==> src/hw/rtl/nps_pkg.sv <==
// Shared types and constants of the note priority stack.
`timescale 1ns / 1ps
package nps_pkg;

  localparam int NOTE_W = 7;
  localparam int VEL_W = 7;
  localparam int REQ_W = 4;
  localparam int OP_W = 2;
  localparam int DEFAULT_STACK_SIZE = 8;

  localparam logic [OP_W-1:0] OP_PUSH = 2'd0;
  localparam logic [OP_W-1:0] OP_REMOVE = 2'd1;
  localparam logic [OP_W-1:0] OP_PEEK = 2'd2;

  typedef enum logic {
    ST_IDLE,
    ST_PEEK
  } state_t;

  typedef struct packed {
    logic load_new;
    logic shift;
    logic set_vel;
  } cell_ctrl_t;

endpackage

==> src/hw/rtl/nps_cell.sv <==
// One entry of the note row: holds a note and velocity and compares against the key.
`timescale 1ns / 1ps
module nps_cell (
  input  logic                             clk,
  input  nps_pkg::cell_ctrl_t              ctrl,
  input  logic                             occupied,
  input  logic [nps_pkg::NOTE_W-1:0]       key,
  input  logic [nps_pkg::VEL_W-1:0]        new_vel,
  input  logic [nps_pkg::NOTE_W-1:0]       nbr_note,
  input  logic [nps_pkg::VEL_W-1:0]        nbr_vel,
  output logic                             hit,
  output logic [nps_pkg::NOTE_W-1:0]       note_q,
  output logic [nps_pkg::VEL_W-1:0]        vel_q
);

  logic [nps_pkg::NOTE_W-1:0] stored_note;
  logic [nps_pkg::VEL_W-1:0]  stored_vel;

  always_ff @(posedge clk) begin
    priority if (ctrl.load_new) begin
      stored_note <= key;
      stored_vel  <= new_vel;
    end else if (ctrl.shift) begin
      stored_note <= nbr_note;
      stored_vel  <= nbr_vel;
    end else if (ctrl.set_vel) begin
      stored_vel <= new_vel;
    end else begin
      stored_note <= stored_note;
      stored_vel  <= stored_vel;
    end
  end

  assign hit    = occupied && (stored_note == key);
  assign note_q = stored_note;
  assign vel_q  = stored_vel;

endmodule

==> src/hw/rtl/note_priority_stack.sv <==
// Top level of the note priority stack: a row of entry cells plus command control.
`timescale 1ns / 1ps
// Push and remove: the command is accepted when start is high and busy is low,
// the row of cells updates at that edge, and the single result beat appears on
// the next cycle; a peek that returns no entries also gives one such beat. A peek
// that returns entries keeps busy high while it streams them oldest to newest,
// one beat per cycle with last on the final beat; each entry is read in the peek
// state through the row's read select, which sets that pace, and then registered.
// Every result beat is shown for exactly one cycle with strobe high and cannot be
// held off, so the receiver must take each beat when it appears.
module note_priority_stack #(
  parameter int STACK_SIZE = nps_pkg::DEFAULT_STACK_SIZE
) (
  input  logic                          clk,
  input  logic                          rst,
  input  logic                          start,
  output logic                          busy,
  input  logic [nps_pkg::OP_W-1:0]      op,
  input  logic [nps_pkg::NOTE_W-1:0]    note,
  input  logic [nps_pkg::VEL_W-1:0]     velocity,
  input  logic [nps_pkg::REQ_W-1:0]     count_requested,
  output logic                          strobe,
  output logic                          ok,
  output logic                          entry_valid,
  output logic [nps_pkg::NOTE_W-1:0]    out_note,
  output logic [nps_pkg::VEL_W-1:0]     out_velocity,
  output logic                          last
);

  localparam int FW = $clog2(STACK_SIZE + 1);
  localparam int IW = $clog2(STACK_SIZE);
  localparam int CW = (FW > nps_pkg::REQ_W) ? FW : nps_pkg::REQ_W;

  nps_pkg::state_t state, state_next;

  logic [FW-1:0] fill, fill_next;
  logic [IW-1:0] idx, idx_next;
  logic [FW-1:0] remain, remain_next;

  logic                       strobe_next, ok_next, entry_valid_next, last_next;
  logic [nps_pkg::NOTE_W-1:0] out_note_next;
  logic [nps_pkg::VEL_W-1:0]  out_velocity_next;

  logic [STACK_SIZE-1:0] hit;
  logic [STACK_SIZE-1:0] hit_upto;
  logic [nps_pkg::NOTE_W-1:0] cell_note [STACK_SIZE];
  logic [nps_pkg::VEL_W-1:0]  cell_vel [STACK_SIZE];

  logic          accept, found, full, peek_go;
  logic [CW-1:0] req_w, fill_w, cnt_w;
  logic [FW-1:0] cnt;
  logic [FW-1:0] start_pos;

  assign accept  = start && !busy;
  assign found   = |hit;
  assign full    = (fill == FW'(STACK_SIZE));
  assign req_w   = CW'(count_requested);
  assign fill_w  = CW'(fill);
  assign cnt_w   = (req_w >= fill_w) ? fill_w : req_w;
  assign cnt     = FW'(cnt_w);
  assign start_pos = fill - cnt;
  assign peek_go = (count_requested != '0) && (fill != '0);

  assign hit_upto[0] = hit[0];

  for (genvar i = 0; i < STACK_SIZE; i++) begin : g_row
    logic [nps_pkg::NOTE_W-1:0] nbr_note;
    logic [nps_pkg::VEL_W-1:0]  nbr_vel;
    nps_pkg::cell_ctrl_t        ctrl;

    if (i > 0) begin : g_pre
      assign hit_upto[i] = hit_upto[i-1] | hit[i];
    end

    if (i < STACK_SIZE - 1) begin : g_nbr
      assign nbr_note = cell_note[i+1];
      assign nbr_vel  = cell_vel[i+1];
    end else begin : g_end
      assign nbr_note = cell_note[i];
      assign nbr_vel  = cell_vel[i];
    end

    always_comb begin
      ctrl = '0;
      if (accept) begin
        unique case (op)
          nps_pkg::OP_PUSH: begin
            if (found) begin
              ctrl.set_vel = hit[i];
            end else if (full) begin
              ctrl.shift    = (i < STACK_SIZE - 1);
              ctrl.load_new = (i == STACK_SIZE - 1);
            end else begin
              ctrl.load_new = (fill == FW'(i));
            end
          end
          nps_pkg::OP_REMOVE: begin
            ctrl.shift = found && hit_upto[i] && (i < STACK_SIZE - 1);
          end
          default: begin
            ctrl = '0;
          end
        endcase
      end
    end

    nps_cell u_cell (
      .clk      (clk),
      .ctrl     (ctrl),
      .occupied (FW'(i) < fill),
      .key      (note),
      .new_vel  (velocity),
      .nbr_note (nbr_note),
      .nbr_vel  (nbr_vel),
      .hit      (hit[i]),
      .note_q   (cell_note[i]),
      .vel_q    (cell_vel[i])
    );
  end

  always_comb begin
    state_next = state;
    unique case (state)
      nps_pkg::ST_IDLE: begin
        if (accept && (op == nps_pkg::OP_PEEK) && peek_go) begin
          state_next = nps_pkg::ST_PEEK;
        end
      end
      nps_pkg::ST_PEEK: begin
        if (remain == FW'(1)) begin
          state_next = nps_pkg::ST_IDLE;
        end
      end
      default: begin
        state_next = nps_pkg::ST_IDLE;
      end
    endcase
  end

  always_comb begin
    busy = (state == nps_pkg::ST_PEEK);
  end

  always_comb begin
    strobe_next       = 1'b0;
    ok_next           = 1'b0;
    entry_valid_next  = 1'b0;
    out_note_next     = '0;
    out_velocity_next = '0;
    last_next         = 1'b1;
    fill_next         = fill;
    idx_next          = idx;
    remain_next       = remain;
    if (state == nps_pkg::ST_PEEK) begin
      strobe_next       = 1'b1;
      ok_next           = 1'b1;
      entry_valid_next  = 1'b1;
      out_note_next     = cell_note[idx];
      out_velocity_next = cell_vel[idx];
      last_next         = (remain == FW'(1));
      idx_next          = idx + 1'b1;
      remain_next       = remain - 1'b1;
    end else if (accept) begin
      strobe_next = 1'b1;
      unique case (op)
        nps_pkg::OP_PUSH: begin
          ok_next = 1'b1;
          if (!found && !full) begin
            fill_next = fill + 1'b1;
          end
        end
        nps_pkg::OP_REMOVE: begin
          ok_next = found;
          if (found) begin
            fill_next = fill - 1'b1;
          end
        end
        nps_pkg::OP_PEEK: begin
          if (peek_go) begin
            strobe_next = 1'b0;
            idx_next    = IW'(start_pos);
            remain_next = cnt;
          end
        end
        default: begin
          ok_next = 1'b0;
        end
      endcase
    end
  end

  always_ff @(posedge clk) begin
    if (rst) begin
      state  <= nps_pkg::ST_IDLE;
      fill   <= '0;
      strobe <= 1'b0;
    end else begin
      state  <= state_next;
      fill   <= fill_next;
      strobe <= strobe_next;
    end
  end

  always_ff @(posedge clk) begin
    idx          <= idx_next;
    remain       <= remain_next;
    ok           <= ok_next;
    entry_valid  <= entry_valid_next;
    out_note     <= out_note_next;
    out_velocity <= out_velocity_next;
    last         <= last_next;
  end

endmodule

==> config.mk <==
export PLATFORM = sky130hd
export DESIGN_NAME = note_priority_stack
export DESIGN_NICKNAME = d
export VERILOG_FILES = /design/src/hw/rtl/nps_pkg.sv /design/src/hw/rtl/nps_cell.sv /design/src/hw/rtl/note_priority_stack.sv
export SDC_FILE = /design/constraint.sdc
export NUM_CORES = 1
export LEC_CHECK = 0
export BUFFER_PORTS_ARGS = -buffer_cell sky130_fd_sc_hd__buf_2
export CORE_ASPECT_RATIO = 1.4
export CORE_MARGIN = 1.5
export CORE_UTILIZATION = 40
export CTS_BUF_LIST = sky130_fd_sc_hd__clkbuf_4 sky130_fd_sc_hd__clkbuf_8
export CTS_CLUSTER_DIAMETER = 50
export DETAILED_ROUTE_END_ITERATION = 10
export PLACE_DENSITY = 0.65
export SLEW_MARGIN = 10
export SYNTH_ARGS = -nofsm -noshare
export SYNTH_HDL_FRONTEND = slang
export SYNTH_SLANG_ARGS = --single-unit
==> constraint.sdc <==
create_clock -name clk -period 4.01 [get_ports clk]
set_input_delay 0.6015 -clock clk [delete_from_list [all_inputs] [get_ports clk]]
set_output_delay 0.6015 -clock clk [all_outputs]
set_load 0.02 [all_outputs]
Word level (Yosys, flattened, before mapping)

Index checks and enable logic that the tools add are counted.
W data, S select, Z words.

Register bits: 142
Bits in latches: 0
Bits in writable memories: 0
Memory bits (read-only): 0
Memories kept: 0

Add/subtract/negate cells: 5
Multipliers: 0
Div/mod/pow operators: 0
Magnitude comparators: 10
Equal/unequal tests: 22
Shift operators: 0
Muxes and demuxes: 123
Bitwise operators: 8
Reduce and logical (&&, ||, !) cells: 50

Operators by type and width:

| kind                  | count |
|---|---|
| $mux W7               | 42 |
| $eq A7 B7 Y1          | 8 |
| $bmux W7 S3           | 2 |
| $mux W1               | 42 |
| $mux W3               | 12 |
| $mux W4               | 7 |
| $reduce_bool A2 Y1    | 12 |
| $reduce_bool A3 Y1    | 7 |
| $logic_and A1 B1 Y1   | 20 |
| $pmux W1 S2           | 9 |
| $eq A4 B3 Y1 const B  | 4 |
| $lt A3 B4 Y1 const A  | 4 |
| $mux W2               | 8 |
| $eq A4 B1 Y1 const B  | 2 |
| $eq A4 B2 Y1 const B  | 2 |
| $lt A1 B4 Y1 const A  | 2 |
| $lt A2 B4 Y1 const A  | 2 |
| $pmux W4 S2           | 1 |
| $reduce_bool A4 Y1    | 2 |
| $reduce_or A8 Y1      | 1 |
| $sub A4 B1 Y4 const B | 2 |
| $or A1 B1 Y1          | 6 |
| $reduce_and A5 Y1     | 1 |
| $add A4 B1 Y4 const B | 1 |
| other kinds (16)      | 19 |

Logic depth before layout (Yosys ltp)

Gate-level depths: netlist of the first run.

Depth after elaboration: 14
Depth in mapped cells: 11

Cells and area by module

From an unflattened synthesis of the first run, not the netlist that was laid out.

Cells, all modules: 588
Area, all modules: 8,425.6 um^2

Modules (own cells, without submodules):

| module              | instances | cells an instance | area each (um^2) | sequential area each (um^2) |
|---|---|---|---|---|
| nps_cell            | 8         | 43                | 735.7            | 420.4 |
| note_priority_stack | 1         | 244               | 2,539.9          | 670.6 |

Worst setup path before layout of the first run

No wires, ideal clock.

Kind: reg-to-reg
Start point: reg fill[0]
End point: reg g_row[7].u_cell.stored_vel (netlist bit g_row[7].u_cell.vel_q[0]), enable pin
Arrival time: 3.180 ns
Data required time: 3.639 ns
Setup slack: 0.459 ns
Stages on the path, launching flop included: 10
Buffers on the path: 2
Period minus slack after synthesis: 3.551 ns
Cell sequence: dfxtp_1 -> clkbuf_1 -> inv_1 -> ha_1 -> o21ai_0 -> and4_1 -> clkbuf_1 -> nor4_4 -> a21boi_0 -> o21bai_1

RTL lines:

| element                  | RTL line                   | text |
|---|---|---|
| start: declaration       | note_priority_stack.sv:36  | `logic [FW-1:0] fill, fill_next;` |
| start signal: assignment | note_priority_stack.sv:199 | `fill <= fill_next;` |
| end signal: assignment   | nps_cell.sv:22             | `stored_vel <= new_vel;` |
| end signal: assignment   | nps_cell.sv:25             | `stored_vel <= nbr_vel;` |
| end signal: assignment   | nps_cell.sv:27             | `stored_vel <= new_vel;` |
| end: declaration         | nps_cell.sv:17             | `logic [nps_pkg::VEL_W-1:0] stored_vel;` |

Final worst setup path of the first run

Start point: reg fill[0]
End point: reg g_row[1].u_cell.stored_note (netlist bit g_row[1].u_cell.note_q[2]), enable pin

Longest elaborated chain between the ends: 7
Elaborated cells between the ends (all ways): 28

Ends and longest elaborated chain:

| element                                                 | RTL line                                             | text |
|---|---|---|
| $lt A1 B4 Y1, or another cell as far along              | note_priority_stack.sv:110                           | `.occupied (FW'(i) < fill),` |
| $logic_and A1 B1 Y1                                     | nps_cell.sv:34                                       | `assign hit = occupied && (stored_note == key);` |
| $reduce_or A8 Y1 / $or A1 B1 Y1 (equally long branches) | note_priority_stack.sv:55, note_priority_stack.sv:72 |  |
| $mux W2 / $logic_and A1 B1 Y1 (equally long branches)   | note_priority_stack.sv:88, note_priority_stack.sv:98 |  |
| $pmux W1 S2 / $mux W1 (equally long branches)           | note_priority_stack.sv:86                            | `unique case (op)` |
| $mux W3 *                                               | note_priority_stack.sv:85                            | `if (accept) begin` |
| $reduce_bool A2 Y1 (no source line) *                   | -                                                    |  |
| end signal: assignment                                  | nps_cell.sv:21                                       | `stored_note <= key;` |
| end signal: assignment                                  | nps_cell.sv:24                                       | `stored_note <= nbr_note;` |
| end signal: assignment                                  | nps_cell.sv:29                                       | `stored_note <= stored_note;` |
| end: declaration                                        | nps_cell.sv:16                                       | `logic [nps_pkg::NOTE_W-1:0] stored_note;` |

Every way passes the cells marked *; elsewhere a longest branch is shown, timed or not.
A chain may end at the register's enable or synchronous reset.

==> results by group, run 1 <==
STA
  – Share of the clock period used by the worst path: 86.86%
  – Final Hold Fails: 0
  – Slew margin rel.: 33.36%
  – Slew Viols, Final: 0
  – Hold WS: 424.9 ps
  – Worst slew pin tran: 999.6 ps
  – F_max: 0.2871 GHz
  – Crit path time final: 3483 ps
  – Final WS setup: 526.9 ps
  – Fin Setup TNS: 0 ps
  – Clock Skews: 14.29 ps
  – Setup violations, final: 0
  – RSZ-0062 raised after global routing: false

Route
  – Via count: 4817
  – Total wire length: 18630 µm
  – Post-DRT Antenna Nets: 0
  – DRC viols: 0
  – DR WL/cell: 21.48 µm
  – Pre-antenna DRT Iters: 4
  – Vias per inst: 5.556
  – Iteration-0 DRC count of the detailed router: 358

Floorplan
  – Die height: 171.3 µm
  – # IOs: 42
  – Initial Utilization: 40.79%
  – Die area: 0.02111 mm²
  – Die span in x: 123.2 µm
  – Core area: 0.01984 mm²
  – Row cnt: 61

Power
  – Switching Fraction: 23.62%
  – Comb power frac: 8.5%
  – Clock network power share: 37.9%
  – Reg power frac: 53.7%
  – Total net switching power: 0.0007171 W
  – IR drop worst, VDD: 0.1838 mV
  – Lkg Pwr: 3.237 nW
  – Cell internal pwr: 0.002320 W
  – P per Cell Area: 341.9 mW/mm²

Cells and area
  – Area Growth Syn to Fin: 9.723%
  – Final Cell Area: 0.008881 mm²
  – # fillers: 1773
  – Final #Nets: 639
  – Commonest non-fill, non-tap cell in the layout: edfxtp_1
  – Finished Layout Cells: 867
  – N_diodes: 0
  – Most frequent cells in the layout: 119 x edfxtp_1, 87 x mux2_2, 47 x xor2_1
  – Share of layout cells above drive strength 1: 39.19%

Global route
  – Initial antenna violation count: 1
  – GR Util All Layers: 18.91%
  – Global route total overflow: 0
  – Vias in the first global route: 5104
  – Global-route wire length before repair: 29380 µm
  – Largest net degree at the start of global routing: 32

Clock network
  – Clock Pin Slew Worst Setup and Hold Paths: 70 ps
  – CTS resizes: 0
  – Cts hold-fix bufs: 0
  – Clock sinks: 142
  – Worst skew pair latency: 470 ps
  – CTS max path bufs: 2
  – CTS tree: built
  – H-tree levels: 4
  – Clk Tree Root Cell: clkbuf_8
  – Setup repair bufs after CTS: 0
  – Num CTS Buffers: 17

Logic synthesis
  – #FFs+latches synth: 142
  – Seq/Total Area, Yosys: 49.84%
  – Distinct cells, synth: 59
  – Post-synth ARST share: 0%
  – Yosys top cell by area: edfxtp_1
  – Syn. warnings: 0
  – Top cell type's share of synthesized area: 44.15%
  – Syn avg cell area: 14.45 µm²
  – Mapped cell area: 0.008094 mm²
  – Synthesized Nets: 597
  – Cell count after synthesis: 560
  – EDFF count, synth: 119
  – Synth area leaders: edfxtp_1 44%, mux2_2 12%, mux4_2 7.8%
  – Primary FF master, synth: edfxtp_1

Placement
  – DP Cell Count: 835
  – Dpl cell area: 0.008488 mm²
  – Detailed Place HPWL: 13840 µm
  – # port buffers: 41
  – Pre-CTS setup slack: 470.4 ps
  – Gpl congestion: 0.8399

Setup path
  – CP Buf/Inv Count: 1
  – CP max stage cell: nand2b_1
  – CP cell instances: inv_1, ha_1, o21ai_0, and4_1, nor4_4, o21bai_1, nand2b_1
  – Reg2reg path depth: 7
  – Worst Path Class, Setup: reg2reg
  – Max incr delay on CP: 580 ps
  – Maximum fanout along the worst path: 10
  – R2R setup slack: 530 ps
  – Crit. End Element: register
  – Reg2Reg Capture Point: g_row[1].u_cell.note_q[2]
  – FF-to-FF Start: fill[0]
  – Critical path's top delay family: simple AND/OR/NAND/NOR gates
  – Worst EP required: 4110 ps
  – Worst Setup Start Kind: register
  – Critical path arrival: 3580 ps

Status
  – Status: complete, no violations

Min path
  – Hold path cells: 1
  – Hold_sp: velocity[5]
  – Worst hold-check path type: in2reg
  – Hold worst-path end: g_row[7].u_cell.vel_q[5]

Flow run
  – Maxcap violations: 0
==> cell type report <==
class                   count  area [µm²]  share of cell area [%]
flip-flops and latches    142        4034                   45.42
multi-input cells         372        3761                   42.35
repair buffers             59       340.3                   3.832
well taps                 252       315.3                   3.550
clock buffers              21       276.5                   3.114
clock inverters            11       116.4                   1.310
inverters                  10       37.54                  0.4227
==> metal layers <==
layer / GRT usage (%) / share of wire, % / vias to the layer above
met3: 4.244 / 4.7 / 37
met5: 0 / 0.054 / -
li1: - / - / 2212
met4: 8.046 / 2.8 / 2
met2: 32.78 / 52 / 134
met1: 22.36 / 40 / 2432
==> cell usage after synthesis, types with 3 or more instances <==
cell,number
mux2i_1,18
nor4_1,13
nand3_4,5
nor2_1,16
clkbuf_1,13
mux4_2,28
edfxtp_1,119
ha_1,13
inv_1,10
a21oi_1,8
nor3_1,6
a21oi_2,3
buf_4,8
xor2_1,47
o211ai_1,3
nor2b_1,15
o21bai_1,4
o21ai_0,8
nand2b_1,6
mux2_2,87
and2_1,4
buf_6,9
xnor2_1,15
nand2_1,17
a21o_1,4
mux2_4,14
buf_1,3
dfxtp_1,23
==> registers in the layout, indices dropped and copies added (netlist names), 3 cells and up <==
| name | count |
|---|---|
| g_row.u_cell.note_q | 56 |
| g_row.u_cell.vel_q | 56 |
| out_note | 7 |
| out_velocity | 7 |
| fill | 4 |
| remain | 4 |
| idx | 3 |
==> worst max path at each step <==
| stage | startpoint | end | slack (ps) | depth (start not counted) |
|---|---|---|---|---|
| after floorplan | fill[0] | g_row[7].u_cell.vel_q[0] | 460 | 9 |
| after global placement | note[0] | g_row[1].u_cell.note_q[0] | 500 | 7 |
| after detailed placement | note[0] | g_row[1].u_cell.note_q[0] | 470 | 7 |
| after CTS | fill[0] | g_row[1].u_cell.note_q[0] | 600 | 7 |
| after global routing | fill[0] | g_row[1].u_cell.note_q[2] | 350 | 7 |
| final | fill[0] | g_row[1].u_cell.note_q[2] | 530 | 7 |
==> cell families after synthesis <==
group                    Yosys count  synth area share [%]
buffers and inverters             46                 3.695
multiplexers                     147                 24.72
AND/OR/NAND/NOR                  108                 9.275
XOR/XNOR                          62                 6.709
AO/OA/AOI/OAI                     41                 3.509
adder cells (fa/ha/maj)           14                 2.257
flip-flops                       142                 49.84
==> power by group through the flow <==
stage                     logic, W  clock network [W]  registers (W)
after floorplan           0.000193                  0        0.00166
after global placement    0.000252                  0        0.00166
after detailed placement  0.000256                  0        0.00166
after CTS                 0.000258            0.00118        0.00163
after global routing      0.000281            0.00123        0.00163
final                     0.000257            0.00115        0.00163
==> per-stage QoR <==
stage,total power (W),util [%]
2_1_floorplan,0.001850,-
3_3_place_gp,0.001914,42.77
3_5_place_dp,0.001919,42.77
4_1_cts,0.003063,44.75
5_1_grt,0.003146,44.75
6_report,0.003037,44.75
(Power assumes the default switching activity.)
==> inputs of run 2 (changes only) <==
--- a/config.mk
+++ b/config.mk
@@ -12,7 +12,6 @@
 export CTS_BUF_LIST = sky130_fd_sc_hd__clkbuf_4 sky130_fd_sc_hd__clkbuf_8
 export CTS_CLUSTER_DIAMETER = 50
 export DETAILED_ROUTE_END_ITERATION = 10
-export PLACE_DENSITY = 0.65
 export SLEW_MARGIN = 10
 export SYNTH_ARGS = -nofsm -noshare
 export SYNTH_HDL_FRONTEND = slang
==> results by group, run 2 (synthesis results as in run 1) <==
Status
  – Status: complete, no violations

Power
  – IR drop worst, VDD: 0.1950 mV
  – Lkg Pwr: 3.282 nW
  – P per Cell Area: 358.5 mW/mm²

Floorplan
  – Die area: 0.02111 mm²
  – Die span in x: 123.2 µm
  – # IOs: 42
  – Core area: 0.01984 mm²
  – Initial Utilization: 40.79%
  – Row cnt: 61
  – Die height: 171.3 µm

Setup path
  – Worst Path Class, Setup: reg2reg
  – FF-to-FF Start: fill[0]
  – Max incr delay on CP: 550 ps
  – Crit path from: fill[0]
  – Worst Setup Start Kind: register
  – Crit. End Element: register
  – CP cell instances: inv_1, ha_1, a21oi_1, nand4_2, nand4_4, nor4_4, o21bai_1, nand2b_1
  – Worst EP required: 4100 ps
  – Maximum fanout along the worst path: 11
  – Critical path arrival: 3630 ps
  – CP max stage cell: nand2b_1

Route
  – Top routing layer in use: met4
  – Routed length on met1: 8405 µm
  – Post-DRT Antenna Nets: 0
  – Via count: 4857
  – Vias per inst: 5.576
  – DR WL met3: 777 µm
  – Pre-antenna DRT Iters: 5
  – Total wire length: 20250 µm
  – DR WL/cell: 23.25 µm
  – Iteration-0 DRC count of the detailed router: 394
  – DRC viols: 0
  – Routed wl met2: 10570 µm

Clock network
  – H-tree levels: 4
  – CTS resizes: 0
  – Clock Pin Slew Worst Setup and Hold Paths: 100 ps
  – Worst skew pair latency: 460 ps
  – CTS tree: built
  – Setup repair bufs after CTS: 0
  – Clk Tree Root Cell: clkbuf_8
  – CTS max path bufs: 2
  – Cts hold-fix bufs: 0
  – Clock sinks: 142
  – Num CTS Buffers: 17

Placement
  – Pre-CTS setup slack: 228.3 ps
  – # port buffers: 41
  – Detailed Place HPWL: 14400 µm
  – DP Cell Count: 839
  – Gpl congestion: 0.8919

Cells and area
  – Final #Nets: 643
  – Share of layout cells above drive strength 1: 39.58%
  – N_diodes: 0
  – Area Growth Syn to Fin: 10.85%
  – Fin util: 45.21%
  – Commonest non-fill, non-tap cell in the layout: edfxtp_1
  – Finished Layout Cells: 871
  – Most frequent cells in the layout: 119 x edfxtp_1, 87 x mux2_2, 47 x xor2_1
  – # fillers: 1795

Min path
  – Hold_sp: velocity[2]
  – Worst hold-check path type: in2reg

Global route
  – Largest net degree at the start of global routing: 34
  – Initial antenna violation count: 1
  – GR Util All Layers: 20.29%
  – Global-route wire length before repair: 30960 µm
  – Global route total overflow: 0
  – Vias in the first global route: 5010

STA
  – Worst slew pin tran: 1079 ps
  – Fin Setup TNS: 0 ps
  – Final Hold Fails: 0
  – Final WS setup: 468.8 ps
  – Setup violations, final: 0
  – Slew Viols, Final: 0
  – Crit path time final: 3541 ps
  – Slew margin rel.: 27.94%
  – Share of the clock period used by the worst path: 88.31%
  – RSZ-0062 raised after global routing: false
  – Clock Skews: 21.02 ps
  – F_max: 0.2824 GHz

Flow run
  – Maxcap violations: 0
[run 2: cell types whose count changed in the layout (fill, tap and decap cells not counted), moves of 2 or more]
cell	previous run	this run
clkbuf_8	19	17
clkinv_2	5	0
clkbuf_4	2	0
inv_6	0	4
clkinv_8	0	2
inv_8	0	4
buf_4	18	22
[run 2: worst paths after layout]
check / endpoint / cells past startpoint / slack (ps)
worst max-delay path: g_row[1].u_cell.note_q[6] / 8 / 470
worst min-delay path: g_row[7].u_cell.vel_q[2] / 1 / 410
worst max register to register: g_row[1].u_cell.note_q[6] / 8 / 470
worst min register to register: g_row[2].u_cell.vel_q[3] / 1 / 570
[run 2: final cells by class]
type / instances / area, µm² / area share [%]
Clock inverter: 15 / 220.2 / 2.454
Sequential cell: 142 / 4034 / 44.96
Tap cell: 252 / 315.3 / 3.514
Multi-Input combinational cell: 372 / 3761 / 41.92
Inverter: 10 / 37.54 / 0.4184
Clock buffer: 17 / 234.0 / 2.608
Timing Repair Buffer: 63 / 370.4 / 4.128
[run 2: layer usage]
metal  vias up  GRT usage, %
met2       129         35.10
met5         -             0
met4         0         7.046
met3        31         3.150
li1       2221             -
met1      2476         25.66
[run 2: per-stage QoR]
| step | total power, W | hold WS, ps | cell area [µm²] |
|---|---|---|---|
| floorplan | 0.001850 | 498.5 | 8094 |
| global route | 0.003310 | 403.2 | 8972 |
| detailed placement | 0.001920 | 559.7 | 8518 |
| CTS | 0.003242 | 388.4 | 8972 |
| finish | 0.003216 | 409.8 | 8972 |
| global placement | 0.001916 | 549.0 | 8518 |
[run 2: worst max-delay path: cells and delay by family (launching register included)]
kind	cells	cell delay, ps
simple gates	4	1480
fa+ha+maj	1	370
compound gates	2	640
flops	1	460
buf+inv	1	220
[run 2: report_power, final]
| part | switching [W] | total, W | leakage, nW | internal (W) |
|---|---|---|---|---|
| clock network | 0.000679 | 0.00133 | 0.229 | 0.000652 |
| logic | 0.000147 | 0.000259 | 1.79 | 0.000113 |
| registers | 0.0000150 | 0.00163 | 1.26 | 0.00161 |
==> inputs of run 3 (changes only) <==
--- a/config.mk
+++ b/config.mk
@@ -12,6 +12,7 @@
 export CTS_BUF_LIST = sky130_fd_sc_hd__clkbuf_4 sky130_fd_sc_hd__clkbuf_8
 export CTS_CLUSTER_DIAMETER = 50
 export DETAILED_ROUTE_END_ITERATION = 10
+export REMOVE_ABC_BUFFERS = 1
 export SLEW_MARGIN = 10
 export SYNTH_ARGS = -nofsm -noshare
 export SYNTH_HDL_FRONTEND = slang
==> results by group, run 3 (synthesis results as in run 1) <==
STA
  – Share of the clock period used by the worst path: 87.57%
  – Fin Setup TNS: 0 ps
  – Final WS setup: 498.4 ps
  – Worst slew pin tran: 1201 ps
  – F_max: 0.2848 GHz
  – Final Hold Fails: 0
  – Clock Skews: 18.58 ps
  – Slew Viols, Final: 0
  – RSZ-0062 raised after global routing: false
  – Slew margin rel.: 19.95%
  – Setup violations, final: 0
  – Crit path time final: 3512 ps

Global route
  – GR Util All Layers: 19.70%
  – Vias in the first global route: 5123
  – Initial antenna violation count: 1
  – Global-route wire length before repair: 29930 µm
  – Largest net degree at the start of global routing: 34
  – Global route total overflow: 0

Clock network
  – Clock Pin Slew Worst Setup and Hold Paths: 100 ps
  – H-tree levels: 4
  – CTS resizes: 0
  – Worst skew pair latency: 470 ps
  – Clk Tree Root Cell: clkbuf_8
  – Num CTS Buffers: 17
  – Setup repair bufs after CTS: 0
  – Clock sinks: 142
  – CTS tree: built
  – Cts hold-fix bufs: 0
  – CTS max path bufs: 2

Power
  – Pwr Total: 0.002989 W
  – Lkg Pwr: 3.201 nW
  – IR drop worst, VDD: 0.1783 mV
  – P per Cell Area: 338.0 mW/mm²

Setup path
  – Crit. End Element: register
  – Worst EP required: 4090 ps
  – Critical path arrival: 3590 ps
  – Maximum fanout along the worst path: 11
  – Worst Setup Start Kind: register
  – Worst Path Class, Setup: reg2reg
  – Reg2reg path depth: 9

Floorplan
  – Die span in x: 123.2 µm
  – Die height: 171.3 µm
  – Core area: 0.01984 mm²
  – # IOs: 42
  – Die area: 0.02111 mm²
  – Row cnt: 61
  – Initial Utilization: 40.79%

Route
  – Post-DRT Antenna Nets: 0
  – DR WL met3: 724 µm
  – DR WL/cell: 22.33 µm
  – Routed wl met2: 10190 µm
  – Pre-antenna DRT Iters: 4
  – Vias per inst: 5.480
  – Iteration-0 DRC count of the detailed router: 281
  – Total wire length: 19280 µm
  – Via count: 4729
  – DRC viols: 0
  – Top routing layer in use: met4
  – Routed length on met1: 7700 µm

Cells and area
  – Commonest non-fill, non-tap cell in the layout: edfxtp_1
  – Register area: 0.004034 mm²
  – Area Growth Syn to Fin: 9.260%
  – Share of layout cells above drive strength 1: 38.79%
  – # fillers: 1838
  – Multi-input gate area in the final layout: 0.003761 mm²
  – Fin util: 44.56%
  – N_diodes: 0
  – Most frequent cells in the layout: 119 x edfxtp_1, 87 x mux2_2, 47 x xor2_1
  – Final #Nets: 635

Placement
  – Detailed Place HPWL: 13800 µm
  – Gpl congestion: 0.8511
  – # port buffers: 41
  – Pre-CTS setup slack: 335.8 ps

Min path
  – Hold path cells: 1
  – Worst hold-check path type: in2reg

Status
  – Status: complete, no violations

Flow run
  – Maxcap violations: 0
## run 3: cell count changes in the layout (fill, tap and decap cells not counted), sizes merged
cell,delta
buf,-8
inv,-2
bufinv,-3
clkinv,+3
clkinvlp,+2
## run 3: layout make-up
class | instances | share of cell area, %
clock inverter | 15 | 1.712
tap | 252 | 3.565
inverter | 10 | 0.4244
timing repair buffer | 55 | 3.509
clock buffer | 17 | 2.646
multi-input combinational | 372 | 42.53
sequential | 142 | 45.61
## run 3: worst max-delay path: stages, from the launching register on
cell and delay (ps):
dfxtp_1 440, ha_1 350, nor3_1 370, nor3_1 130
nand3_2 140, nand4_4 200, nor4_4 550, buf_4 260
nand3_4 180, o211ai_1 520
## run 3: report_power, final
group | switching [W] | internal (W) | leakage, nW
clock | 0.000649 | 0.000459 | 0.189
sequential | 0.0000211 | 0.00161 | 1.26
combinational | 0.000138 | 0.000111 | 1.75
total | 0.000809 | 0.00218 | 3.20
## run 3: per-stage QoR
| stage | hold WS, ps | instances | instance area, µm² |
|---|---|---|---|
| 3_5_place_dp | 560.3 | 831 | 8458 |
| 6_report | 395.7 | 863 | 8843 |
| 2_1_floorplan | 531.2 | 524 | 7833 |
| 3_3_place_gp | 550.6 | 831 | 8458 |
| 5_1_grt | 386.0 | 863 | 8843 |
| 4_1_cts | 376.4 | 863 | 8843 |
## run 3: worst paths after layout
| path | start | endpoint | slack [ps] |
|---|---|---|---|
| min | velocity[3] | g_row[7].u_cell.vel_q[3] | 400 |
| max reg2reg | fill[0] | g_row[2].u_cell.vel_q[6] | 500 |
| min reg2reg | g_row[5].u_cell.vel_q[1] | g_row[4].u_cell.vel_q[1] | 570 |
| max | fill[0] | g_row[2].u_cell.vel_q[6] | 500 |
## run 3: layer usage
metal / vias to the layer above / GRT usage, %
met5: - / 0
li1: 2208 / -
met2: 126 / 35.34
met1: 2358 / 22.45
met4: 0 / 8.696
met3: 37 / 3.879
